[src/rtl/core/nested_comment_stripper_unit_assert.svh]
// assertion macros shared by the comment stripper rtl
// expects aclk and aresetn in the scope of every use
`ifndef NESTED_COMMENT_STRIPPER_UNIT_ASSERT_SVH
`define NESTED_COMMENT_STRIPPER_UNIT_ASSERT_SVH

// same-cycle implication, checked outside reset
`define NCS_ASSERT_IMPL(lbl, ante, cons) \
    lbl: assert property (@(posedge aclk) disable iff (!aresetn) (ante) |-> (cons)) \
        else $error("assertion failed in comment stripper");

// next-cycle implication, checked outside reset
`define NCS_ASSERT_NEXT(lbl, ante, cons) \
    lbl: assert property (@(posedge aclk) disable iff (!aresetn) (ante) |=> (cons)) \
        else $error("assertion failed in comment stripper");

`endif

[src/rtl/core/ncs_pkg.sv]
// shared types and constants of the nested comment stripper
// no dependencies
`default_nettype none

package ncs_pkg;

    localparam int DEPTH_BITS = 8;

    // result queue between the scan logic and the output port
    localparam int OUT_QDEPTH   = 4;
    localparam int OUT_PTR_BITS = $clog2(OUT_QDEPTH);
    localparam int OUT_CNT_BITS = $clog2(OUT_QDEPTH + 1);

    localparam logic [7:0] CH_SLASH  = 8'h2F;
    localparam logic [7:0] CH_STAR   = 8'h2A;
    localparam logic [7:0] CH_DQUOTE = 8'h22;
    localparam logic [7:0] CH_SQUOTE = 8'h27;
    localparam logic [7:0] CH_BSLASH = 8'h5C;

    typedef enum logic [1:0] {
        Q_NONE   = 2'd0,
        Q_DOUBLE = 2'd1,
        Q_SINGLE = 2'd2
    } quote_t;

    typedef struct packed {
        logic [DEPTH_BITS-1:0] depth;
        quote_t                quote;
        logic                  esc;
        logic                  held_valid;
        logic [7:0]            held_char;
    } scan_state_t;

    localparam scan_state_t SCAN_RESET = '{
        depth:      '0,
        quote:      Q_NONE,
        esc:        1'b0,
        held_valid: 1'b0,
        held_char:  8'h00
    };

    typedef struct packed {
        logic [7:0] data;
        logic       present;
        logic       last;
    } result_t;

    // up to two results per request, r0 first; valid1 only with valid0
    typedef struct packed {
        logic    valid0;
        logic    valid1;
        result_t r0;
        result_t r1;
    } result_pair_t;

endpackage

`default_nettype wire

[src/rtl/core/nested_comment_stripper_unit.sv]
// top level of the nested block comment stripper
// depends on ncs_pkg, ncs_step, ncs_out_queue and the assertion macro header
`default_nettype none
`include "nested_comment_stripper_unit_assert.svh"

// channel   dir  tdata            tuser          tlast
// s_        in   in_byte [7:0]    -              end_of_text
// m_        out  out_byte [7:0]   byte_present   final_result
//
// one request per cycle sustained while m_ does not stall; a result
// leaves through the input register, then the result queue
// the end-of-text request may give two results, so the queue takes a
// request only while two entries are free
// aresetn is synchronous, active low; it clears the scan state and queue
// a stall on m_ backs up through the queue into the input register

module nested_comment_stripper_unit
    import ncs_pkg::*;
(
    input  wire logic       aclk,
    input  wire logic       aresetn,
    input  wire logic       s_tvalid,
    output logic            s_tready,
    input  wire logic [7:0] s_tdata,   // [7:0] in_byte
    input  wire logic       s_tlast,   // end_of_text
    output logic            m_tvalid,
    input  wire logic       m_tready,
    output logic [7:0]      m_tdata,   // [7:0] out_byte
    output logic            m_tuser,   // byte_present
    output logic            m_tlast    // final_result
);

    // input register
    logic         in_valid_reg;
    logic         in_valid_next;
    logic [7:0]   in_byte_reg;
    logic         in_last_reg;

    // scan state: depth, quote mode, escape, held look-ahead byte
    scan_state_t  state_reg;
    scan_state_t  state_next;

    result_pair_t step_out;
    result_pair_t push;
    result_t      q_item;
    logic         room;
    logic         fire;

    // the registered request is processed when the queue can take a pair
    assign fire     = in_valid_reg && room;
    assign s_tready = !in_valid_reg || room;

    always_comb begin
        in_valid_next = in_valid_reg;
        if (s_tvalid && s_tready) begin
            in_valid_next = 1'b1;
        end else if (fire) begin
            in_valid_next = 1'b0;
        end
    end

    always_ff @(posedge aclk) begin
        if (!aresetn) begin
            in_valid_reg <= 1'b0;
            state_reg    <= SCAN_RESET;
        end else begin
            in_valid_reg <= in_valid_next;
            if (fire) begin
                state_reg <= state_next;
            end
        end
    end

    // payload only, no reset needed
    always_ff @(posedge aclk) begin
        if (s_tvalid && s_tready) begin
            in_byte_reg <= s_tdata;
            in_last_reg <= s_tlast;
        end
    end

    ncs_step u_step (
        .cur_state (state_reg),
        .in_byte   (in_byte_reg),
        .in_last   (in_last_reg),
        .nxt_state (state_next),
        .results   (step_out)
    );

    // gate the result valids with the processing strobe
    always_comb begin
        push        = step_out;
        push.valid0 = step_out.valid0 && fire;
        push.valid1 = step_out.valid1 && fire;
    end

    ncs_out_queue u_queue (
        .aclk      (aclk),
        .aresetn   (aresetn),
        .push      (push),
        .room      (room),
        .out_valid (m_tvalid),
        .out_ready (m_tready),
        .out_item  (q_item)
    );

    assign m_tdata = q_item.data;
    assign m_tuser = q_item.present;
    assign m_tlast = q_item.last;

    // end of text returns the scan to its reset state
    `NCS_ASSERT_NEXT(a_last_clears_state, fire && in_last_reg, state_reg == SCAN_RESET)
    // end of text always yields a result, and the last pushed one is marked
    `NCS_ASSERT_IMPL(a_last_marks_final, fire && in_last_reg, push.valid0 && (push.valid1 ? push.r1.last : push.r0.last))
    // a held request without queue room stalls the input side
    `NCS_ASSERT_IMPL(a_full_stalls_input, in_valid_reg && !room, !s_tready)

endmodule

`default_nettype wire

[src/rtl/core/ncs_step.sv]
// per-byte scan logic of the comment stripper: next state and results
// depends on ncs_pkg
`default_nettype none

module ncs_step
    import ncs_pkg::*;
(
    input  wire scan_state_t  cur_state,
    input  wire logic [7:0]   in_byte,
    input  wire logic         in_last,
    output scan_state_t       nxt_state,
    output result_pair_t      results
);

    typedef struct packed {
        scan_state_t st;
        logic        pair;
        logic        keep;
    } judge_t;

    function automatic judge_t judge(scan_state_t st, logic [7:0] c,
                                     logic has_next, logic [7:0] nx);
        judge_t j;
        logic   open;
        j      = '{st: st, pair: 1'b0, keep: 1'b0};
        open   = (st.depth == '0);
        if (st.esc) begin
            j.st.esc = 1'b0;
            j.keep   = open;
        end else if (st.quote != Q_NONE) begin
            if (c == CH_BSLASH) begin
                j.st.esc = 1'b1;
            end else if ((st.quote == Q_DOUBLE && c == CH_DQUOTE) ||
                         (st.quote == Q_SINGLE && c == CH_SQUOTE)) begin
                j.st.quote = Q_NONE;
            end
            j.keep = open;
        end else if (c == CH_DQUOTE) begin
            j.st.quote = Q_DOUBLE;
            j.keep     = open;
        end else if (c == CH_SQUOTE) begin
            j.st.quote = Q_SINGLE;
            j.keep     = open;
        end else if (has_next && c == CH_SLASH && nx == CH_STAR) begin
            // saturate at the top of the depth range
            if (st.depth != '1) begin
                j.st.depth = st.depth + 1'b1;
            end
            j.pair = 1'b1;
        end else if (has_next && !open && c == CH_STAR && nx == CH_SLASH) begin
            j.st.depth = st.depth - 1'b1;
            j.pair     = 1'b1;
        end else begin
            j.keep = open;
        end
        return j;
    endfunction

    judge_t      j1;
    judge_t      j2;
    scan_state_t s1;
    logic        keep_a;
    logic        keep_b;

    always_comb begin
        j1     = judge(cur_state, cur_state.held_char, 1'b1, in_byte);
        s1     = cur_state;
        keep_a = 1'b0;
        if (cur_state.held_valid) begin
            s1 = j1.st;
            if (j1.pair) begin
                s1.held_valid = 1'b0;
                s1.held_char  = 8'h00;
            end else begin
                keep_a       = j1.keep;
                s1.held_char = in_byte;
            end
        end else begin
            s1.held_valid = 1'b1;
            s1.held_char  = in_byte;
        end

        // end of text: flush the held byte with no successor
        j2     = judge(s1, s1.held_char, 1'b0, 8'h00);
        keep_b = in_last && s1.held_valid && j2.keep;

        nxt_state = in_last ? SCAN_RESET : s1;
    end

    always_comb begin
        results.valid0     = keep_a || keep_b || in_last;
        results.valid1     = keep_a && keep_b;
        results.r0.data    = keep_a ? cur_state.held_char :
                             (keep_b ? s1.held_char : 8'h00);
        results.r0.present = keep_a || keep_b;
        results.r0.last    = in_last && !(keep_a && keep_b);
        results.r1.data    = s1.held_char;
        results.r1.present = 1'b1;
        results.r1.last    = 1'b1;
    end

endmodule

`default_nettype wire

[src/rtl/core/ncs_out_queue.sv]
// small result queue: up to two pushes per cycle, one pop per cycle
// depends on ncs_pkg and the assertion macro header
`default_nettype none
`include "nested_comment_stripper_unit_assert.svh"

module ncs_out_queue
    import ncs_pkg::*;
(
    input  wire logic         aclk,
    input  wire logic         aresetn,
    input  wire result_pair_t push,
    output logic              room,
    output logic              out_valid,
    input  wire logic         out_ready,
    output result_t           out_item
);

    result_t                  entry_reg [OUT_QDEPTH];
    logic [OUT_PTR_BITS-1:0]  head_reg;
    logic [OUT_PTR_BITS-1:0]  head_next;
    logic [OUT_PTR_BITS-1:0]  tail_reg;
    logic [OUT_PTR_BITS-1:0]  tail_next;
    logic [OUT_PTR_BITS-1:0]  tail_p1;
    logic [OUT_CNT_BITS-1:0]  count_reg;
    logic [OUT_CNT_BITS-1:0]  count_next;
    logic [1:0]               push_n;
    logic                     pop;

    assign out_valid = (count_reg != '0);
    assign out_item  = entry_reg[head_reg];
    assign pop       = out_valid && out_ready;
    // room for a full pair of results
    assign room      = (count_reg <= OUT_CNT_BITS'(OUT_QDEPTH - 2));
    assign push_n    = {1'b0, push.valid0} + {1'b0, push.valid1};
    assign tail_p1   = tail_reg + 1'b1;

    always_comb begin
        tail_next  = tail_reg + OUT_PTR_BITS'(push_n);
        head_next  = pop ? head_reg + 1'b1 : head_reg;
        count_next = count_reg + OUT_CNT_BITS'(push_n) - OUT_CNT_BITS'(pop);
    end

    always_ff @(posedge aclk) begin
        if (!aresetn) begin
            head_reg  <= '0;
            tail_reg  <= '0;
            count_reg <= '0;
        end else begin
            head_reg  <= head_next;
            tail_reg  <= tail_next;
            count_reg <= count_next;
        end
    end

    always_ff @(posedge aclk) begin
        if (push.valid0) begin
            entry_reg[tail_reg] <= push.r0;
        end
        if (push.valid1) begin
            entry_reg[tail_p1] <= push.r1;
        end
    end

    `NCS_ASSERT_IMPL(a_count_range, 1'b1, count_reg <= OUT_CNT_BITS'(OUT_QDEPTH))
    `NCS_ASSERT_IMPL(a_push_has_room, push.valid0 || push.valid1, room)
    `NCS_ASSERT_IMPL(a_pair_in_order, push.valid1, push.valid0)

endmodule

`default_nettype wire
[config.mk]
export PLATFORM = sky130hd
export DESIGN_NAME = nested_comment_stripper_unit
export DESIGN_NICKNAME = d
export VERILOG_FILES = /design/src/rtl/core/ncs_pkg.sv /design/src/rtl/core/nested_comment_stripper_unit.sv /design/src/rtl/core/ncs_step.sv /design/src/rtl/core/ncs_out_queue.sv
export VERILOG_INCLUDE_DIRS = /design/src /design/src/rtl/core
export SDC_FILE = /design/constraint.sdc
export NUM_CORES = 1
export LEC_CHECK = 0
export ABC_AREA = 1
export BUFFER_PORTS_ARGS = -buffer_cell sky130_fd_sc_hd__buf_2
export CORE_ASPECT_RATIO = 1.4
export CORE_UTILIZATION = 37
export CTS_BUF_LIST = sky130_fd_sc_hd__clkbuf_8 sky130_fd_sc_hd__clkbuf_16
export DETAILED_ROUTE_END_ITERATION = 6
export GPL_TIMING_DRIVEN = 1
export PLACE_DENSITY = 0.57
export SYNTH_ARGS = -nofsm -noshare
export SYNTH_HDL_FRONTEND = slang
export SYNTH_SLANG_ARGS = --single-unit
[constraint.sdc]
create_clock -name aclk -period 2.95 [get_ports aclk]
set_input_delay 0.1475 -clock aclk [delete_from_list [all_inputs] [get_ports aclk]]
set_output_delay 0.1475 -clock aclk [all_outputs]
set_load 0.02 [all_outputs]
* Word-level counts from Yosys, hierarchy flattened
Memory sizes are Yosys's and may differ from the RTL's. A register that Yosys moved wholly into a read port is not among the register bits.
Index checks and enable logic that the tools add are counted.
** Cells by class
- Magnitude comparators :: 1
- Mux-type cells :: 44
- Add/subtract/negate cells :: 8
- Equality and inequality tests :: 13
- Reductions and logical operators :: 30
** Operators with widths (number)
- $mux 8 :: 9
- $eq 8x6->1 const B :: 6
- $mux 1 :: 24
- $mux 20 :: 1
- $logic_not 8->1 :: 2
- $logic_and 1x1->1 :: 14
- $mux 2 :: 7
- $mux 11 :: 1
- $mux 10 :: 1
- $mux 9 :: 1
- $add 8x1->8 const B :: 1
- $eq 8x7->1 const B :: 1
- $ne 8x8->1 const B :: 1
- $sub 8x1->8 const B :: 1
- $ne 3x3->1 const B :: 2
- $reduce_and 6->1 :: 1
- $reduce_bool 2->1 :: 3
- $add 2x1->2 const B :: 2
- $logic_or 1x1->1 :: 4
- $reduce_bool 4->1 :: 1
- $add 3x2->3 :: 1
- $le 3x2->1 const B :: 1
- $logic_not 1->1 :: 3
- $reduce_bool 3->1 :: 1
- other kinds (7) :: 7
** Storage, ports and cells
- Memory bits (writable) :: 40
- Bits in registers :: 37
- Memories kept :: 1
- Input bits :: 13
- Output and inout bits :: 12
** Memories
- u_queue.entry_reg :: words 4, width 10, read ports 1, clocked after Yosys merged registers in 1, wr ports 2, RTL line ncs_out_queue.sv:18 : result_t entry_reg [OUT_QDEPTH];

* Logic depth before layout (Yosys ltp)
- Depth in word-level cells :: 20
- Mapped depth :: 26
- Gate-level depth less buffers :: 25

* Modules after synthesis
From an unflattened synthesis, not the netlist that was laid out.
** Second synthesis, totals
- Cell total of the unflattened synthesis :: 707
- Area total of the unflattened synthesis :: 4978.5 um2
** Modules (own cells, without submodules)
- ncs_out_queue :: sequential area each 1381.3 um2, area each 2429.8 um2, times used 1, cells each 266
- ncs_step :: sequential area each 0.0 um2, area each 1395.1 um2, times used 1, cells each 295
- nested_comment_stripper_unit :: sequential area each 690.7 um2, area each 1153.6 um2, times used 1, cells each 146

* Worst setup path before layout
No wires, ideal clock.
- Path type :: register to register
- From :: register state_reg[12] (netlist name)
- To :: register u_queue.count_reg[2]
- Arrival time :: 3.123 ns
- Slack :: -0.300 ns
- Cell stages (with the launch flop) :: 25
- Data required time :: 2.822 ns
- Buffers on the path :: 1
- Library setup time :: 0.128 ns
- Cell sequence :: dfxtp_1 > inv_1 > ha_1 > nand3_2 > nor2_4 > nor2_2 > nand2_1 > nand2_1 > nand2_2 > inv_2 > nor2_2 > nand2_2 > nor2_2 > nand2_2 > nor2_4 > nand2_4 > nor2_4 > buf_6 > ha_1 > inv_1 > ha_1 > fa_1 > xor2_1 > inv_1 > nor2_1
** Between the ends
- Longest elaborated chain between the ends :: 20
- Elaborated cells between the ends (all ways) :: 42
- Classes of those cells :: add/sub: 5; eq/ne: 1; mux: 24; reduce/logical: 12
** RTL lines
- from (decl) :: RTL line nested_comment_stripper_unit.sv:40 : scan_state_t state_reg;
- from (signal assigned) :: RTL line nested_comment_stripper_unit.sv:69 : state_reg <= state_next;
- parallel branches: the longest is 17 deep, another holds $sub 8x1->8
- $add 1x1->2 (*) :: RTL line ncs_out_queue.sv:34 : assign push_n = {1'b0, push.valid0} + {1'b0, push.valid1};
- $add 3x2->3 (*) :: RTL line ncs_out_queue.sv:40 : count_next = count_reg + OUT_CNT_BITS'(push_n) - OUT_CNT_BITS'(pop);
- $sub 3x1->3 (*) :: RTL line ncs_out_queue.sv:40
- to (signal assigned) :: RTL line ncs_out_queue.sv:51 : count_reg <= count_next;
- to (decl) :: RTL line ncs_out_queue.sv:24 : logic [OUT_CNT_BITS-1:0] count_reg;
Mark *: on every way between the ends. The select of a mux whose other input is x is not followed.
A chain may end at the register's enable or synchronous reset.

* Final worst setup path
- From :: register in_byte_reg[7]
- To :: register u_queue.count_reg[2]
** Between the ends
- Longest elaborated chain between the ends :: 18
- Elaborated cells between the ends (all ways) :: 38
- Classes of those cells :: add/sub: 3; eq/ne: 2; mux: 23; reduce/logical: 10
** RTL lines
- from (decl) :: RTL line nested_comment_stripper_unit.sv:36 : logic [7:0] in_byte_reg;
- from (signal assigned) :: RTL line nested_comment_stripper_unit.sv:77 : in_byte_reg <= s_tdata;
- $eq 8x6->1 :: RTL line ncs_step.sv:50 : end else if (has_next && !open && c == CH_STAR && nx == CH_SLASH) begin
- $logic_and 1x1->1 :: RTL line ncs_step.sv:50
- $mux 1 :: RTL line ncs_step.sv:50
- $mux 1 :: RTL line ncs_step.sv:44 : end else if (has_next && c == CH_SLASH && nx == CH_STAR) begin
- $mux 1 :: RTL line ncs_step.sv:41 : end else if (c == CH_SQUOTE) begin
- $mux 1 :: RTL line ncs_step.sv:38 : end else if (c == CH_DQUOTE) begin
- $mux 1 :: RTL line ncs_step.sv:30 : end else if (st.quote != Q_NONE) begin
- $mux 1 :: RTL line ncs_step.sv:27 : if (st.esc) begin
- $mux 1 :: RTL line ncs_step.sv:71 : if (j1.pair) begin
- $mux 9 :: RTL line ncs_step.sv:69 : if (cur_state.held_valid) begin
- $logic_and 1x1->1 (2 in series) :: RTL line ncs_step.sv:85 : keep_b = in_last && s1.held_valid && j2.keep;
- $logic_or 1x1->1 (2 in series) :: RTL line ncs_step.sv:91 : results.valid0 = keep_a || keep_b || in_last;
- $logic_and 1x1->1 :: RTL line nested_comment_stripper_unit.sv:93 : push.valid0 = step_out.valid0 && fire;
- $add 1x1->2 (*) :: RTL line ncs_out_queue.sv:34
- $add 3x2->3 (*) :: RTL line ncs_out_queue.sv:40
- $sub 3x1->3 (*) :: RTL line ncs_out_queue.sv:40
Every way passes the cells marked *; elsewhere a longest branch is shown, timed or not. The select of a mux whose other input is x is not followed.

==> impl.org <==
** Run status
- The flow ran to the end, but the final reports show violations.
- The checks that failed: setup timing.

** Place
- DP Worst Slack :: -197 ps
- Port-buffer cells :: 24
- The congestion estimate from routability-driven global placement came to 0.940.
- HPWL reported at the end of detailed placement :: 10200 µm

** Synth
- Count of unique library cells instantiated by Yosys :: 41
- The number of nets in the synthesized netlist is 673.
- After synthesis, flip-flops and latches occupy 41.5% of the total area.
- The average instance in the mapped netlist occupies 7.37 µm².
- Top cell type by total area after synthesis :: sky130_fd_sc_hd__edfxtp_1
- Ranked by total cell area, the synthesized netlist is headed by sky130_fd_sc_hd__edfxtp_1, sky130_fd_sc_hd__dfxtp_1, sky130_fd_sc_hd__nand2_1.
- The cell count after synthesis came out at 651.
- The synthesized design devotes to its leading area cell type 25.6% of total area.
- In this run, synthesis produced a sequential element count of 79.
- Number of warnings issued by yosys :: 0
- Post-Synthesis Cell Area :: 4800 µm²

** Worst setup path
- The endpoint identified for the worst register-to-register timing path is u_queue.count_reg[2]$_SDFF_PN0_.
- Delay contributed by the slowest stage of the critical path :: 460 ps
- Bufs and invs on worst path :: 6
- Nature of the critical path startpoint :: register
- Grouping stages by cell kind, the critical path spends the most delay in simple AND/OR/NAND/NOR gates.
- The critical path is of the register to register type.
- Along the worst path, the maximum fanout reaches 4.
- Measured in cells, the most critical reg-to-reg path has a length of 24.
- CP arrival :: 3250 ps
- The slowest stage of the critical path belongs to the cell sky130_fd_sc_hd__edfxtp_1.
- Slack of the worst reg-to-reg path :: -100 ps
- Launch instance of the worst register-to-register path :: in_byte_reg[7]$_DFFE_PP_
- Walking the worst path, the cells encountered are inv_1 > nand2_1 > nor2_2 > nand2_2 > nor2_4 > buf_4 > nand2_1 > nand2_1 > inv_1 > nand2_1 > nand2_2 > inv_2 > nor2_2 > nand2_2 > nor2_4 > nand2_4 > nor2_4 > ha_4 > ha_1 > inv_2 > fa_2 > xor2_1 > inv_1 > nor2_1.
- Most used cell, CP :: sky130_fd_sc_hd__nand2_1
- STA classifies the critical path endpoint as a register.
- Critical Path RT :: 3150 ps

** Route
- Routed length per instance :: 14.3 µm
- Amount of wire on met2 after detailed routing :: 7190 µm
- Total number of vias :: 4679
- WL final :: 13300 µm
- Detail Route Antenna Nets :: 0
- Remaining routing DRC violations :: 0
- In the final routing, the length of wire on met1 measures 5390 µm.
- Number of detailed-route iterations in the first pass :: 4
- Uppermost routed layer :: met4
- In this run, the number of DRC markers left after iteration 0 of detailed routing was 192.
- Using the TritonRoute via totals, the vias-per-cell ratio works out to 5.00.
- The routed design uses 406 µm of met3 wire.

** Timing
- Final period utilization :: 103%
- Number of max-slew violations in the final report :: 0
- The count of endpoints failing hold in the final timing report is 0.
- Slew at the pin closest to its max-slew limit :: 868 ps
- Setup violations remaining at the end of the flow were counted as 8.
- Setup repair after global routing could not meet its margin everywhere.
- Final critical-path required period :: 3050 ps
- Top achievable clock speed :: 328 MHz
- Worst Slack Setup Final :: -97.5 ps
- Relative max-transition margin :: 42.1%
- Across the routed clock network, the largest skew measured is 8.32 ps.

** Layout
- Filler Cells Inserted :: 1221
- Total Nets Final :: 802
- Antenna diode count :: 0
- The area growth from synthesis to layout is 35.1%.
- The register with the most flip-flops in the layout has 40 of them.
- Cells with a size suffix above 1 make up 33.2% of the layout.

** Die
- Die area :: 13400 µm²
- Count of boundary I/O pins :: 25
- Placeable Area :: 12500 µm²
- From bottom edge to top edge, the die measures 137 µm.
- Measured along the x axis, the die boundary spans 98.3 µm.
- In this run the core area contains 48 standard-cell rows.
- The initial utilization of the core area, before any placement, comes to 38.4%.

** Pwr
- Static Leakage :: 2.80 nW
- After layout, the design draws a total of 3.34 mW.
- VDD IR max :: 0.287 mV
- For this design the ratio of total power to cell area is 515 nW/µm².

** Run
- Number of max-cap violations :: 0

** Clock tree
- Maximum buffer depth of the clock tree :: 2
- Counting the buffers created by CTS gives 9.
- TritonCTS built the clock tree.
- At the later pin of the worst-skew pair, clock insertion delay measures 340 ps.
- The H-tree generated during clock tree synthesis spans 3 levels.
- Clk sink count :: 79
- Clock slew at the register clock pins of the worst setup and hold paths :: 60 ps
- Clock tree root driver cell :: sky130_fd_sc_hd__clkbuf_16

** GRT
- Tot GR Track Use :: 20.9%
- The initial antenna violation count was 0.
- The first global-routing pass estimated 21700 µm of wire.
- After global routing the overflow that remains totals 0.
- The number of global-route vias before repair is 4624.
- Entering global routing, the biggest net connects 22 pins.

** Hold path
- Worst hold start :: s_tvalid
- Cell count of the worst hold path :: 3
- In this run the worst hold path is classified as primary input to register.
- The worst hold path terminates at in_valid_reg$_SDFFE_PN0P_.
cells in the final DEF (no fill, tap or decap), types with 6 or more instances in the layout:
cell and instances:
sky130_fd_sc_hd__nor2_1 61, sky130_fd_sc_hd__a21oi_1 28, sky130_fd_sc_hd__ha_1 6, sky130_fd_sc_hd__o21ai_2 11
sky130_fd_sc_hd__nor2_2 16, sky130_fd_sc_hd__o22ai_1 11, sky130_fd_sc_hd__nand2_1 168, sky130_fd_sc_hd__nor2_4 11
sky130_fd_sc_hd__buf_2 24, sky130_fd_sc_hd__nand3_2 9, sky130_fd_sc_hd__nand2_2 27, sky130_fd_sc_hd__o21ai_1 6
sky130_fd_sc_hd__dlygate4sd3_1 9, sky130_fd_sc_hd__nand4_1 9, sky130_fd_sc_hd__buf_4 93, sky130_fd_sc_hd__inv_2 15
sky130_fd_sc_hd__inv_1 62, sky130_fd_sc_hd__nand3_1 42, sky130_fd_sc_hd__o21ai_0 33, sky130_fd_sc_hd__dfxtp_1 33
sky130_fd_sc_hd__edfxtp_1 41, sky130_fd_sc_hd__clkbuf_16 9
worst reg2reg max path: stages, from the launching register on:
cell and delay [ps]:
sky130_fd_sc_hd__edfxtp_1 460, sky130_fd_sc_hd__inv_1 90, sky130_fd_sc_hd__nand2_1 60, sky130_fd_sc_hd__nor2_2 180, sky130_fd_sc_hd__nand2_2 110, sky130_fd_sc_hd__nor2_4 160
sky130_fd_sc_hd__buf_4 130, sky130_fd_sc_hd__nand2_1 40, sky130_fd_sc_hd__nand2_1 60, sky130_fd_sc_hd__inv_1 40, sky130_fd_sc_hd__nand2_1 90, sky130_fd_sc_hd__nand2_2 90
sky130_fd_sc_hd__inv_2 70, sky130_fd_sc_hd__nor2_2 40, sky130_fd_sc_hd__nand2_2 70, sky130_fd_sc_hd__nor2_4 40, sky130_fd_sc_hd__nand2_4 70, sky130_fd_sc_hd__nor2_4 40
sky130_fd_sc_hd__ha_4 280, sky130_fd_sc_hd__ha_1 140, sky130_fd_sc_hd__inv_2 40, sky130_fd_sc_hd__fa_2 380, sky130_fd_sc_hd__xor2_1 150, sky130_fd_sc_hd__inv_1 50
sky130_fd_sc_hd__nor2_1 30
logic make-up after synthesis:
group / after synthesis / synth area share, %
AOI/OAI and AO/OA: 104 / 11.9
xor gates and xnor gates: 3 / 0.547
buffers and inverters: 92 / 7.69
DFF: 79 / 41.5
adders and majority gates: 9 / 2.50
and+or+nand+nor: 364 / 35.9
metal layers:
layer / vias up / GRT usage, %
li1: 2393 / -
met1: 2168 / 22.6
met2: 91 / 40.1
met3: 27 / 3.01
met4: 0 / 9.20
met5: - / 0
worst max path at each step:
| stage | startpoint | to | cells past startpoint |
|---|---|---|---|
| after global routing | in_byte_reg[7]$_DFFE_PP_ | u_queue.count_reg[2]$_SDFF_PN0_ | 24 |
| after detailed placement | in_byte_reg[7]$_DFFE_PP_ | u_queue.count_reg[2]$_SDFF_PN0_ | 22 |
| after floorplan | in_byte_reg[6]$_DFFE_PP_ | u_queue.count_reg[1]$_SDFF_PN0_ | 20 |
| final | in_byte_reg[7]$_DFFE_PP_ | u_queue.count_reg[2]$_SDFF_PN0_ | 24 |
| after global placement | in_byte_reg[6]$_DFFE_PP_ | u_queue.count_reg[2]$_SDFF_PN0_ | 22 |
| after CTS | in_byte_reg[7]$_DFFE_PP_ | u_queue.count_reg[2]$_SDFF_PN0_ | 20 |
final cells by class:
| cell class | instances | area (µm²) | area share, % |
|---|---|---|---|
| tap | 150 | 188 | 2.89 |
| multi-input combinational | 480 | 2750 | 42.3 |
| clock buffer | 9 | 225 | 3.47 |
| timing repair buffer | 133 | 995 | 15.3 |
| inverter | 77 | 293 | 4.51 |
| clock inverter | 7 | 41.3 | 0.636 |
| sequential | 79 | 2000 | 30.8 |
per-stage QoR:
step	TNS (ps)	cell area, µm²	hold WS (ps)	instances	utilization [%]
6_report	-257	6490	72.5	935	51.9
2_1_floorplan	-209	4840	241	651	-
3_5_place_dp	-389	5730	329	896	45.9
4_1_cts	-158	6210	66.3	928	49.7
3_3_place_gp	-204	5730	327	896	45.9
5_1_grt	-8400	6490	81.5	935	51.9
cells in the mapped netlist, drive strengths merged:
cell type    n
nand2      201
nor2        89
inv         75
nand3       56
o21ai       50
edfxtp      41
dfxtp       38
a21oi       30
o22ai       14
nand4       12
clkbuf      10
ha           8
buf          5
a21boi       4
o211ai       4
clkinv       2
nor3         2
nor4         2
xor2         2
a211oi       1
a31oi        1
fa           1
nand3b       1
nor3b        1
xnor2        1
power breakdown:
part           internal (mW)  leakage (nW)  switching (mW)  total [mW]
Sequential              1.26         0.649          0.0720        1.33
Clock                  0.563         0.134           0.441        1.00
Combinational          0.380          2.02           0.620        1.00
Total                   2.21          2.80            1.13        3.34
what timing repair did:
action	4_1_cts	5_1_grt
gates cloned	0	0
pin swaps	9	20
hold endpoints to repair	9	0
resized for setup	21	65
setup endpoints to repair	3	58
setup buffers	7	9
hold buffers	9	0
(Power assumes the default switching activity.)
